### src/rtl/assert_macros.svh
// ----------------------------------------------------------------------------
// assert_macros.svh
// Concurrent assertion shorthands shared by the RTL.
// ----------------------------------------------------------------------------
`ifndef ASSERT_MACROS_SVH
`define ASSERT_MACROS_SVH

// Check that prop holds at every rising edge outside reset.
`define DRT_ASSERT(label, clk, rst_n, prop) \
  label: assert property (@(posedge clk) disable iff (!rst_n) (prop)) \
    else $error("assertion failed");

// Check that expr never holds at a rising edge outside reset.
`define DRT_ASSERT_NEVER(label, clk, rst_n, expr) \
  label: assert property (@(posedge clk) disable iff (!rst_n) !(expr)) \
    else $error("forbidden condition seen");

`endif

### src/rtl/drt_pkg.sv
// ----------------------------------------------------------------------------
// drt_pkg
// Shared types, command and status codes for the record table.
// ----------------------------------------------------------------------------
package drt_pkg;

  localparam int RECORD_COUNT_DEF = 16;

  localparam int CMD_W    = 2;
  localparam int STATUS_W = 2;
  localparam int ID_W     = 16;
  localparam int TIME_W   = 32;
  localparam int TENTHS_W = 8;
  localparam int RAND_W   = 32;
  localparam int MILLIS_W = 15;

  localparam int MILLIS_SCALE = 100;
  localparam int MILLIS_MAX   = 25599;

  localparam int MOD_DIVISOR = 100;
  localparam int REM_W       = 7;
  localparam int MOD_SHIFT   = 37;

  localparam logic [RAND_W-1:0] MOD_RECIP = 32'h51eb_851f;

  localparam logic [CMD_W-1:0] CMD_CLEAR  = 2'd0;
  localparam logic [CMD_W-1:0] CMD_INSERT = 2'd1;
  localparam logic [CMD_W-1:0] CMD_READ   = 2'd2;
  localparam logic [CMD_W-1:0] CMD_DELETE = 2'd3;

  localparam logic [STATUS_W-1:0] ST_DONE = 2'd0;
  localparam logic [STATUS_W-1:0] ST_DUP  = 2'd1;
  localparam logic [STATUS_W-1:0] ST_FULL = 2'd2;
  localparam logic [STATUS_W-1:0] ST_NONE = 2'd3;

  typedef struct packed {
    logic [ID_W-1:0]     reader;
    logic [TIME_W-1:0]   stamp;
    logic [MILLIS_W-1:0] millis;
  } record_t;

endpackage

### src/rtl/drt_mod100.sv
// ----------------------------------------------------------------------------
// drt_mod100
// Remainder of a 32-bit word by 100 through a reciprocal multiply.
// ----------------------------------------------------------------------------
module drt_mod100 (
  input  logic                       clk_i,
  input  logic                       rst_ni,
  input  logic                       start_i,
  input  logic [drt_pkg::RAND_W-1:0] value_i,
  output logic                       done_o,
  output logic [drt_pkg::REM_W-1:0]  rem_o
);

  localparam int PROD_W = 2 * drt_pkg::RAND_W;
  localparam int QUO_W  = PROD_W - drt_pkg::MOD_SHIFT;

  logic                        mul_q;
  logic                        sub_q;
  logic                        done_q;
  logic [drt_pkg::RAND_W-1:0]  value_q;
  logic [QUO_W-1:0]            quo_q;
  logic [drt_pkg::REM_W-1:0]   rem_q;
  logic [PROD_W-1:0]           prod;
  logic [drt_pkg::RAND_W-1:0]  back;
  logic [drt_pkg::RAND_W-1:0]  diff;

  always_comb begin
    prod = {{drt_pkg::RAND_W{1'b0}}, value_q} * {{drt_pkg::RAND_W{1'b0}}, drt_pkg::MOD_RECIP};
    back = drt_pkg::RAND_W'(quo_q) * drt_pkg::RAND_W'(drt_pkg::MOD_DIVISOR);
    diff = value_q - back;
  end

  always_ff @(posedge clk_i or negedge rst_ni) begin
    if (!rst_ni) begin
      mul_q  <= 1'b0;
      sub_q  <= 1'b0;
      done_q <= 1'b0;
    end else begin
      mul_q  <= start_i;
      sub_q  <= mul_q;
      done_q <= sub_q;
    end
  end

  always_ff @(posedge clk_i) begin
    if (start_i) begin
      value_q <= value_i;
    end
    if (mul_q) begin
      quo_q <= prod[PROD_W-1:drt_pkg::MOD_SHIFT];
    end
    if (sub_q) begin
      rem_q <= diff[drt_pkg::REM_W-1:0];
    end
  end

  assign done_o = done_q;
  assign rem_o  = rem_q;

endmodule

### src/rtl/dedup_record_table.sv
// ----------------------------------------------------------------------------
// dedup_record_table
// Table of timing records with valid marks, id dedup on insert.
// ----------------------------------------------------------------------------
// The input channel carries one command per transaction: clear, insert,
// read first valid entry, or delete by reader id. Every transaction gives
// exactly one result transaction with a status and, for a successful read,
// the stored record; all other results carry zero record fields.
// One command is worked at a time; in_stall_o is high from acceptance until
// the result is loaded into the output register, so a new command is taken
// only after the last one is through. Steps per command:
//   clear  valid marks cleared at acceptance
//   read   valid-bit scan, one entry per cycle, then a read
//   delete id scan through the record memory port
//   insert remainder by 100, id scan, free scan
// The record memory has one read and one write port; the id scan uses it one
// entry per cycle. Reset clears all valid marks at once and empties the
// output register. A stalled result holds in the output register; the next
// command may be accepted meanwhile and waits before its own result load.
// ----------------------------------------------------------------------------
module dedup_record_table #(
  parameter int RECORD_COUNT = drt_pkg::RECORD_COUNT_DEF
) (
  input  logic                         clk_i,
  input  logic                         rst_ni,
  input  logic                         in_valid_i,
  output logic                         in_stall_o,
  input  logic [drt_pkg::CMD_W-1:0]    command_i,
  input  logic [drt_pkg::ID_W-1:0]     record_id_i,
  input  logic [drt_pkg::TIME_W-1:0]   utc_time_i,
  input  logic [drt_pkg::TENTHS_W-1:0] tenths_i,
  input  logic [drt_pkg::RAND_W-1:0]   random_value_i,
  output logic                         out_valid_o,
  input  logic                         out_stall_i,
  output logic [drt_pkg::STATUS_W-1:0] status_o,
  output logic [drt_pkg::ID_W-1:0]     out_record_id_o,
  output logic [drt_pkg::TIME_W-1:0]   out_utc_time_o,
  output logic [drt_pkg::MILLIS_W-1:0] out_millis_o
);

`include "assert_macros.svh"

  localparam int IW = (RECORD_COUNT > 1) ? $clog2(RECORD_COUNT) : 1;
  localparam int CW = $clog2(RECORD_COUNT + 1);
  localparam logic [IW-1:0] LAST_IDX = IW'(RECORD_COUNT - 1);
  localparam logic [CW-1:0] CNT_END  = CW'(RECORD_COUNT);

  localparam logic [2:0] S_IDLE       = 3'd0;
  localparam logic [2:0] S_MOD        = 3'd1;
  localparam logic [2:0] S_ID_SCAN    = 3'd2;
  localparam logic [2:0] S_FREE_SCAN  = 3'd3;
  localparam logic [2:0] S_VALID_SCAN = 3'd4;
  localparam logic [2:0] S_READ_WAIT  = 3'd5;
  localparam logic [2:0] S_FINISH     = 3'd6;

  logic [2:0]                   state_q, state_d;
  logic [CW-1:0]                cnt_q, cnt_d;
  logic                         rd_live_q, rd_live_d;
  logic [RECORD_COUNT-1:0]      valid_q, valid_d;
  logic                         out_valid_q, out_valid_d;

  logic [drt_pkg::CMD_W-1:0]    cmd_q;
  logic [drt_pkg::ID_W-1:0]     rid_q;
  logic [drt_pkg::TIME_W-1:0]   utc_q;
  logic [drt_pkg::TENTHS_W-1:0] tenths_q;

  logic [drt_pkg::STATUS_W-1:0] res_status_q, res_status_d;
  drt_pkg::record_t             res_rec_q, res_rec_d;
  logic [drt_pkg::STATUS_W-1:0] out_status_q;
  drt_pkg::record_t             out_rec_q;

  drt_pkg::record_t             mem [RECORD_COUNT];
  drt_pkg::record_t             rd_data_q;
  drt_pkg::record_t             wr_rec;
  logic [IW-1:0]                rd_idx_q;
  logic [IW-1:0]                rd_addr;
  logic                         rd_en;
  logic                         wr_en;

  logic                         in_accept;
  logic                         out_load;
  logic [IW-1:0]                scan_idx;
  logic                         scan_valid;
  logic                         scan_last;
  logic                         id_hit;
  logic                         id_last;

  logic                         mod_start;
  logic                         mod_done;
  logic [drt_pkg::REM_W-1:0]    mod_rem;
  logic [drt_pkg::MILLIS_W-1:0] millis_calc;

  drt_mod100 u_mod (
    .clk_i   (clk_i),
    .rst_ni  (rst_ni),
    .start_i (mod_start),
    .value_i (random_value_i),
    .done_o  (mod_done),
    .rem_o   (mod_rem)
  );

  assign in_stall_o = (state_q != S_IDLE);
  assign in_accept  = in_valid_i && !in_stall_o;
  assign out_load   = (state_q == S_FINISH) && (!out_valid_q || !out_stall_i);

  assign scan_idx   = cnt_q[IW-1:0];
  assign scan_valid = valid_q[scan_idx];
  assign scan_last  = (scan_idx == LAST_IDX);
  assign id_hit     = rd_live_q && valid_q[rd_idx_q] && (rd_data_q.reader == rid_q);
  assign id_last    = rd_live_q && (rd_idx_q == LAST_IDX);

  assign millis_calc = drt_pkg::MILLIS_W'(tenths_q) * drt_pkg::MILLIS_W'(drt_pkg::MILLIS_SCALE)
                     + drt_pkg::MILLIS_W'(mod_rem);

  always_comb begin
    wr_rec.reader = rid_q;
    wr_rec.stamp  = utc_q;
    wr_rec.millis = millis_calc;
  end

  always_comb begin
    state_d      = state_q;
    cnt_d        = cnt_q;
    rd_live_d    = 1'b0;
    valid_d      = valid_q;
    res_status_d = res_status_q;
    res_rec_d    = res_rec_q;
    rd_en        = 1'b0;
    rd_addr      = scan_idx;
    wr_en        = 1'b0;
    mod_start    = 1'b0;
    case (state_q)
      S_IDLE: begin
        if (in_accept) begin
          res_rec_d = '0;
          cnt_d     = '0;
          case (command_i)
            drt_pkg::CMD_CLEAR: begin
              valid_d      = '0;
              res_status_d = drt_pkg::ST_DONE;
              state_d      = S_FINISH;
            end
            drt_pkg::CMD_INSERT: begin
              mod_start = 1'b1;
              state_d   = S_MOD;
            end
            drt_pkg::CMD_READ: begin
              state_d = S_VALID_SCAN;
            end
            default: begin
              state_d = S_ID_SCAN;
            end
          endcase
        end
      end
      S_MOD: begin
        if (mod_done) begin
          state_d = S_ID_SCAN;
        end
      end
      S_ID_SCAN: begin
        rd_en     = (cnt_q < CNT_END);
        rd_live_d = rd_en;
        if (rd_en) begin
          cnt_d = cnt_q + CW'(1);
        end
        if (id_hit) begin
          rd_live_d = 1'b0;
          state_d   = S_FINISH;
          if (cmd_q == drt_pkg::CMD_INSERT) begin
            res_status_d = drt_pkg::ST_DUP;
          end else begin
            valid_d[rd_idx_q] = 1'b0;
            res_status_d      = drt_pkg::ST_DONE;
          end
        end else if (id_last) begin
          rd_live_d = 1'b0;
          cnt_d     = '0;
          if (cmd_q == drt_pkg::CMD_INSERT) begin
            state_d = S_FREE_SCAN;
          end else begin
            res_status_d = drt_pkg::ST_NONE;
            state_d      = S_FINISH;
          end
        end
      end
      S_FREE_SCAN: begin
        if (!scan_valid) begin
          wr_en             = 1'b1;
          valid_d[scan_idx] = 1'b1;
          res_status_d      = drt_pkg::ST_DONE;
          state_d           = S_FINISH;
        end else if (scan_last) begin
          res_status_d = drt_pkg::ST_FULL;
          state_d      = S_FINISH;
        end else begin
          cnt_d = cnt_q + CW'(1);
        end
      end
      S_VALID_SCAN: begin
        if (scan_valid) begin
          rd_en   = 1'b1;
          state_d = S_READ_WAIT;
        end else if (scan_last) begin
          res_status_d = drt_pkg::ST_NONE;
          state_d      = S_FINISH;
        end else begin
          cnt_d = cnt_q + CW'(1);
        end
      end
      S_READ_WAIT: begin
        res_rec_d    = rd_data_q;
        res_status_d = drt_pkg::ST_DONE;
        state_d      = S_FINISH;
      end
      S_FINISH: begin
        if (out_load) begin
          state_d = S_IDLE;
        end
      end
      default: begin
        state_d = S_IDLE;
      end
    endcase
  end

  always_comb begin
    if (out_load) begin
      out_valid_d = 1'b1;
    end else if (out_stall_i) begin
      out_valid_d = out_valid_q;
    end else begin
      out_valid_d = 1'b0;
    end
  end

  always_ff @(posedge clk_i or negedge rst_ni) begin
    if (!rst_ni) begin
      state_q     <= S_IDLE;
      cnt_q       <= '0;
      rd_live_q   <= 1'b0;
      valid_q     <= '0;
      out_valid_q <= 1'b0;
    end else begin
      state_q     <= state_d;
      cnt_q       <= cnt_d;
      rd_live_q   <= rd_live_d;
      valid_q     <= valid_d;
      out_valid_q <= out_valid_d;
    end
  end

  always_ff @(posedge clk_i) begin
    if (in_accept) begin
      cmd_q    <= command_i;
      rid_q    <= record_id_i;
      utc_q    <= utc_time_i;
      tenths_q <= tenths_i;
    end
    res_status_q <= res_status_d;
    res_rec_q    <= res_rec_d;
    if (out_load) begin
      out_status_q <= res_status_q;
      out_rec_q    <= res_rec_q;
    end
  end

  always_ff @(posedge clk_i) begin
    if (wr_en) begin
      mem[scan_idx] <= wr_rec;
    end
    if (rd_en) begin
      rd_data_q <= mem[rd_addr];
      rd_idx_q  <= rd_addr;
    end
  end

  assign out_valid_o     = out_valid_q;
  assign status_o        = out_status_q;
  assign out_record_id_o = out_rec_q.reader;
  assign out_utc_time_o  = out_rec_q.stamp;
  assign out_millis_o    = out_rec_q.millis;

  `DRT_ASSERT(a_result_from_finish, clk_i, rst_ni,
              $rose(out_valid_q) |-> $past(state_q == S_FINISH))
  `DRT_ASSERT(a_fields_zero_unless_read, clk_i, rst_ni,
              (out_valid_o && status_o != drt_pkg::ST_DONE) |->
              (out_record_id_o == '0 && out_utc_time_o == '0 && out_millis_o == '0))
  `DRT_ASSERT_NEVER(a_millis_range, clk_i, rst_ni,
                    out_valid_o && (out_millis_o > drt_pkg::MILLIS_W'(drt_pkg::MILLIS_MAX)))
  `DRT_ASSERT(a_insert_adds_one, clk_i, rst_ni,
              wr_en |=> ($countones(valid_q) == $past($countones(valid_q)) + 1))

endmodule

### config.mk
export PLATFORM = sky130hd
export DESIGN_NAME = dedup_record_table
export DESIGN_NICKNAME = d
export VERILOG_FILES = /design/src/rtl/drt_pkg.sv /design/src/rtl/drt_mod100.sv /design/src/rtl/dedup_record_table.sv
export VERILOG_INCLUDE_DIRS = /design/src /design/src/rtl
export SDC_FILE = /design/constraint.sdc
export NUM_CORES = 2
export LEC_CHECK = 0
export BUFFER_PORTS_ARGS = -buffer_cell sky130_fd_sc_hd__buf_4
export CAP_MARGIN = 40
export CORE_MARGIN = 1.5
export CORE_UTILIZATION = 55
export CTS_CLUSTER_SIZE = 12
export DETAILED_ROUTE_END_ITERATION = 6
export PLACE_DENSITY = 0.73
export SKIP_CTS_REPAIR_TIMING = 1
export SLEW_MARGIN = 20
export SYNTH_ARGS = -nofsm -noshare
export SYNTH_HDL_FRONTEND = slang
export SYNTH_SLANG_ARGS = --single-unit
### constraint.sdc
create_clock -name clk_i -period 12 [get_ports clk_i]
set_input_delay 2.4 -clock clk_i [delete_from_list [all_inputs] [get_ports clk_i]]
set_output_delay 2.4 -clock clk_i [all_outputs]
set_load 0.01 [all_outputs]
==> impl_metrics.py <==
metrics = {
    "cts": {
        "h-tree-depth": 4,
        "cts_tree": "built",
        "cts.path.max_buffers": 3,
        "root_buffer": "clkbuf_16",
        "cts-buffers-inserted": 139,
        "clock-sinks": 1336,
        "clk_pin_slew_worst_paths_ps": 70,
        "clock_latency_ps": 780,
    },
    "global_route": {
        "grt_antenna_before_repair": 1,
        "grt_pass1_vias": 32260,
        "grt_pass1_wl_mm": 211.9,
        "overflow": 0,
        "grt_max_degree": 104,
        "track_usage_pct": 25.48,
    },
    "yosys": {
        "ys_seq_elements": 1336,
        "synthCells": 3312,
        "ys_types": 57,
        "ys_warn_count": 0,
        "yosysSeqAreaShare_pct": 64.20,
        "synth_fp_nets": 4019,
        "synth-edff-count": 1307,
        "syn_avg_cell_area_sq_um": 18.80,
        "yosys_most_used_dff": "edfxtp_1",
        "synth_async_sr_flop_share_pct": 2.171,
        "syn_area_sq_um": 62260,
    },
    "finish": {
        "syn_to_final_growth_pct": 13.02,
        "drive_above_1_share_pct": 21.25,
        "stdcell_area_sq_um": 70370,
        "fin_cells": 5175,
        "final_cell_mix": "edfxtp_1, inv_1, mux4_2",
        "fin_nets": 4304,
        "diodes": 0,
        "final_common_cell": "edfxtp_1",
        "final_util_pct": 62.64,
    },
    "sta": {
        "setup_tns_ps": 0,
        "timing.fmax_mhz": 138.1,
        "rsz0062_at_grt": "no",
        "fin_crit_sh_pct": 60.35,
        "slew_headroom_pct": 39.18,
        "finClkSkew_ps": 32.56,
        "tightest_slew_ps": 912.4,
        "period_needed_ps": 7242,
        "slew_violations": 0,
        "holdWs_ps": 413.2,
        "setup_violations": 0,
        "hold_viol_final": 0,
    },
    "placement": {
        "placedCellCount": 4953,
        "place_hpwl_mm": 87.89,
        "place_congestion": 0.8803,
        "place_area_sq_um": 66230,
        "portBuffers": 160,
    },
    "floorplanning": {
        "rows": 123,
        "dieHeight_um": 339.5,
        "coreArea_sq_um": 112300,
        "die-area_sq_um": 115200,
        "io_pins": 161,
        "initial_core_util_pct": 55.42,
        "die_w_um": 339.5,
    },
    "critical_path": {
        "crit_required_ps": 12490,
        "cp.arrival_ps": 7740,
        "start_kind": "register",
        "cp_max_fo": 9,
        "endpoint_kind": "register",
        "critPathKind": "reg2reg",
    },
    "worst_hold_path": {
        "min_path_type": "reg2reg",
    },
    "drt": {
        "first_iter_violations": 3067,
        "finalWirelength_mm": 142.2,
        "wl_per_cell_um": 27.49,
        "drt_pass1_iterations": 7,
        "route.detailed.drc": 0,
        "vias": 30330,
        "viasPerCell": 5.860,
        "ant_nets": 0,
    },
    "flow_run": {
        "maxCapViolations": 0,
    },
    "outcome": {
        "status": "completed",
    },
    "power": {
        "leakage_uw": 0.02577,
        "ir_drop_mv": 0.1442,
        "power.density_nw_per_um2": 128.9,
    },
}
[synthesized netlist by cell type, types with 8 or more instances]
cell type / count / area (sq um)
clkbuf_1: 73 / 274.0
mux4_2: 325 / 7320
inv_1: 519 / 1948
nor3_1: 20 / 100.1
a21o_1: 8 / 60.06
xor2_1: 24 / 210.2
o21ai_0: 22 / 110.1
buf_2: 20 / 100.1
nor2_1: 54 / 202.7
dfrtp_1: 29 / 725.7
o31ai_1: 8 / 60.06
nand4_1: 10 / 62.56
nand2_1: 26 / 97.59
edfxtp_1: 1307 / 39250
ha_1: 303 / 3791
and3_1: 67 / 419.2
xnor2_1: 37 / 324.1
nand2b_1: 12 / 75.07
o21ai_1: 9 / 45.04
fa_1: 310 / 6206
a21oi_1: 38 / 190.2
[sequential cells by signal, summed over array words and instances, names as in the netlist, 4 cells and up]
register and count:
utc_q 32, mem 1008, valid_q 16, out_record_id_o 16
out_utc_time_o 32, tenths_q 8, u_mod.rem_o 7, u_mod.value_q 32
u_mod.quo_q 5, out_millis_o 15, cnt_q 5, rd_data_q 63
res_rec_q 63, rid_q 16, rd_idx_q 4
[path summary, 6_finish.rpt]
path                                   from                   to  slack [ps]  cells after the start
hold / removal                res_rec_q[57]  out_record_id_o[10]         410                      0
max in group asynchronous            rst_ni             cnt_q[0]       10110                      1
setup / recovery           u_mod.value_q[4]       u_mod.quo_q[4]        4760                     20
min in group asynchronous            rst_ni          out_valid_o        1570                      1
setup reg to reg           u_mod.value_q[4]       u_mod.quo_q[4]        4760                     20
hold reg to reg               res_rec_q[57]  out_record_id_o[10]         410                      0
[stage by stage]
step	worst slack (ps)	power [uW]
5_1_grt	4503	9303
4_1_cts	4763	9134
3_5_place_dp	4827	5178
2_1_floorplan	4176	5148
3_3_place_gp	4918	5178
6_report	4758	9071
[worst max-delay path, cell delays in order, from the launching register on]
cell      delay [ps]
edfxtp_1         690
inv_1            240
fa_1             630
inv_1             60
ha_1             210
fa_1             490
inv_1             60
fa_1             550
inv_1             50
fa_1             460
fa_1             400
fa_1             440
fa_1             470
ha_1             290
nand4_1          160
nor4_1           620
o211ai_1         300
o211ai_1         360
o41ai_1          190
o21ai_1          200
xnor2_1          100
[layout make-up]
| cell class | instances | area [sq um] |
|---|---|---|
| clock buffer | 179 | 3680 |
| clock inverter | 40 | 440.4 |
| fill | 7825 | 41980 |
| inverter | 521 | 1961 |
| multi-input combinational | 1353 | 20060 |
| sequential | 1336 | 39990 |
| tap | 1500 | 1877 |
| timing repair buffer | 246 | 2362 |
[cells by family after synthesis]
group	after synthesis	share of synthesized area, %
AO/OA/AOI/OAI	127	1.288
XOR/XNOR	62	0.8942
adder cells (fa/ha/maj)	613	16.06
buffers and inverters	623	3.832
flip-flops	1336	64.20
multiplexers	330	11.84
AND/OR/NAND/NOR	221	1.887
[metal layers]
layer  track usage, %  part of all wire, %  vias to the layer above
met5                0                    0                        -
met4            7.273                  2.4                        0
met3            4.581                  7.9                      211
met2            41.59                   50                     1368
met1            35.70                   40                    15800
li1                 -                    -                    12950
[where the power goes]
part | switching [uW] | internal (uW)
Clock | 1790 | 2200
Sequential | 0.156 | 5050
Combinational | 11.4 | 20.1
Power figures use the tool's default switching activity.
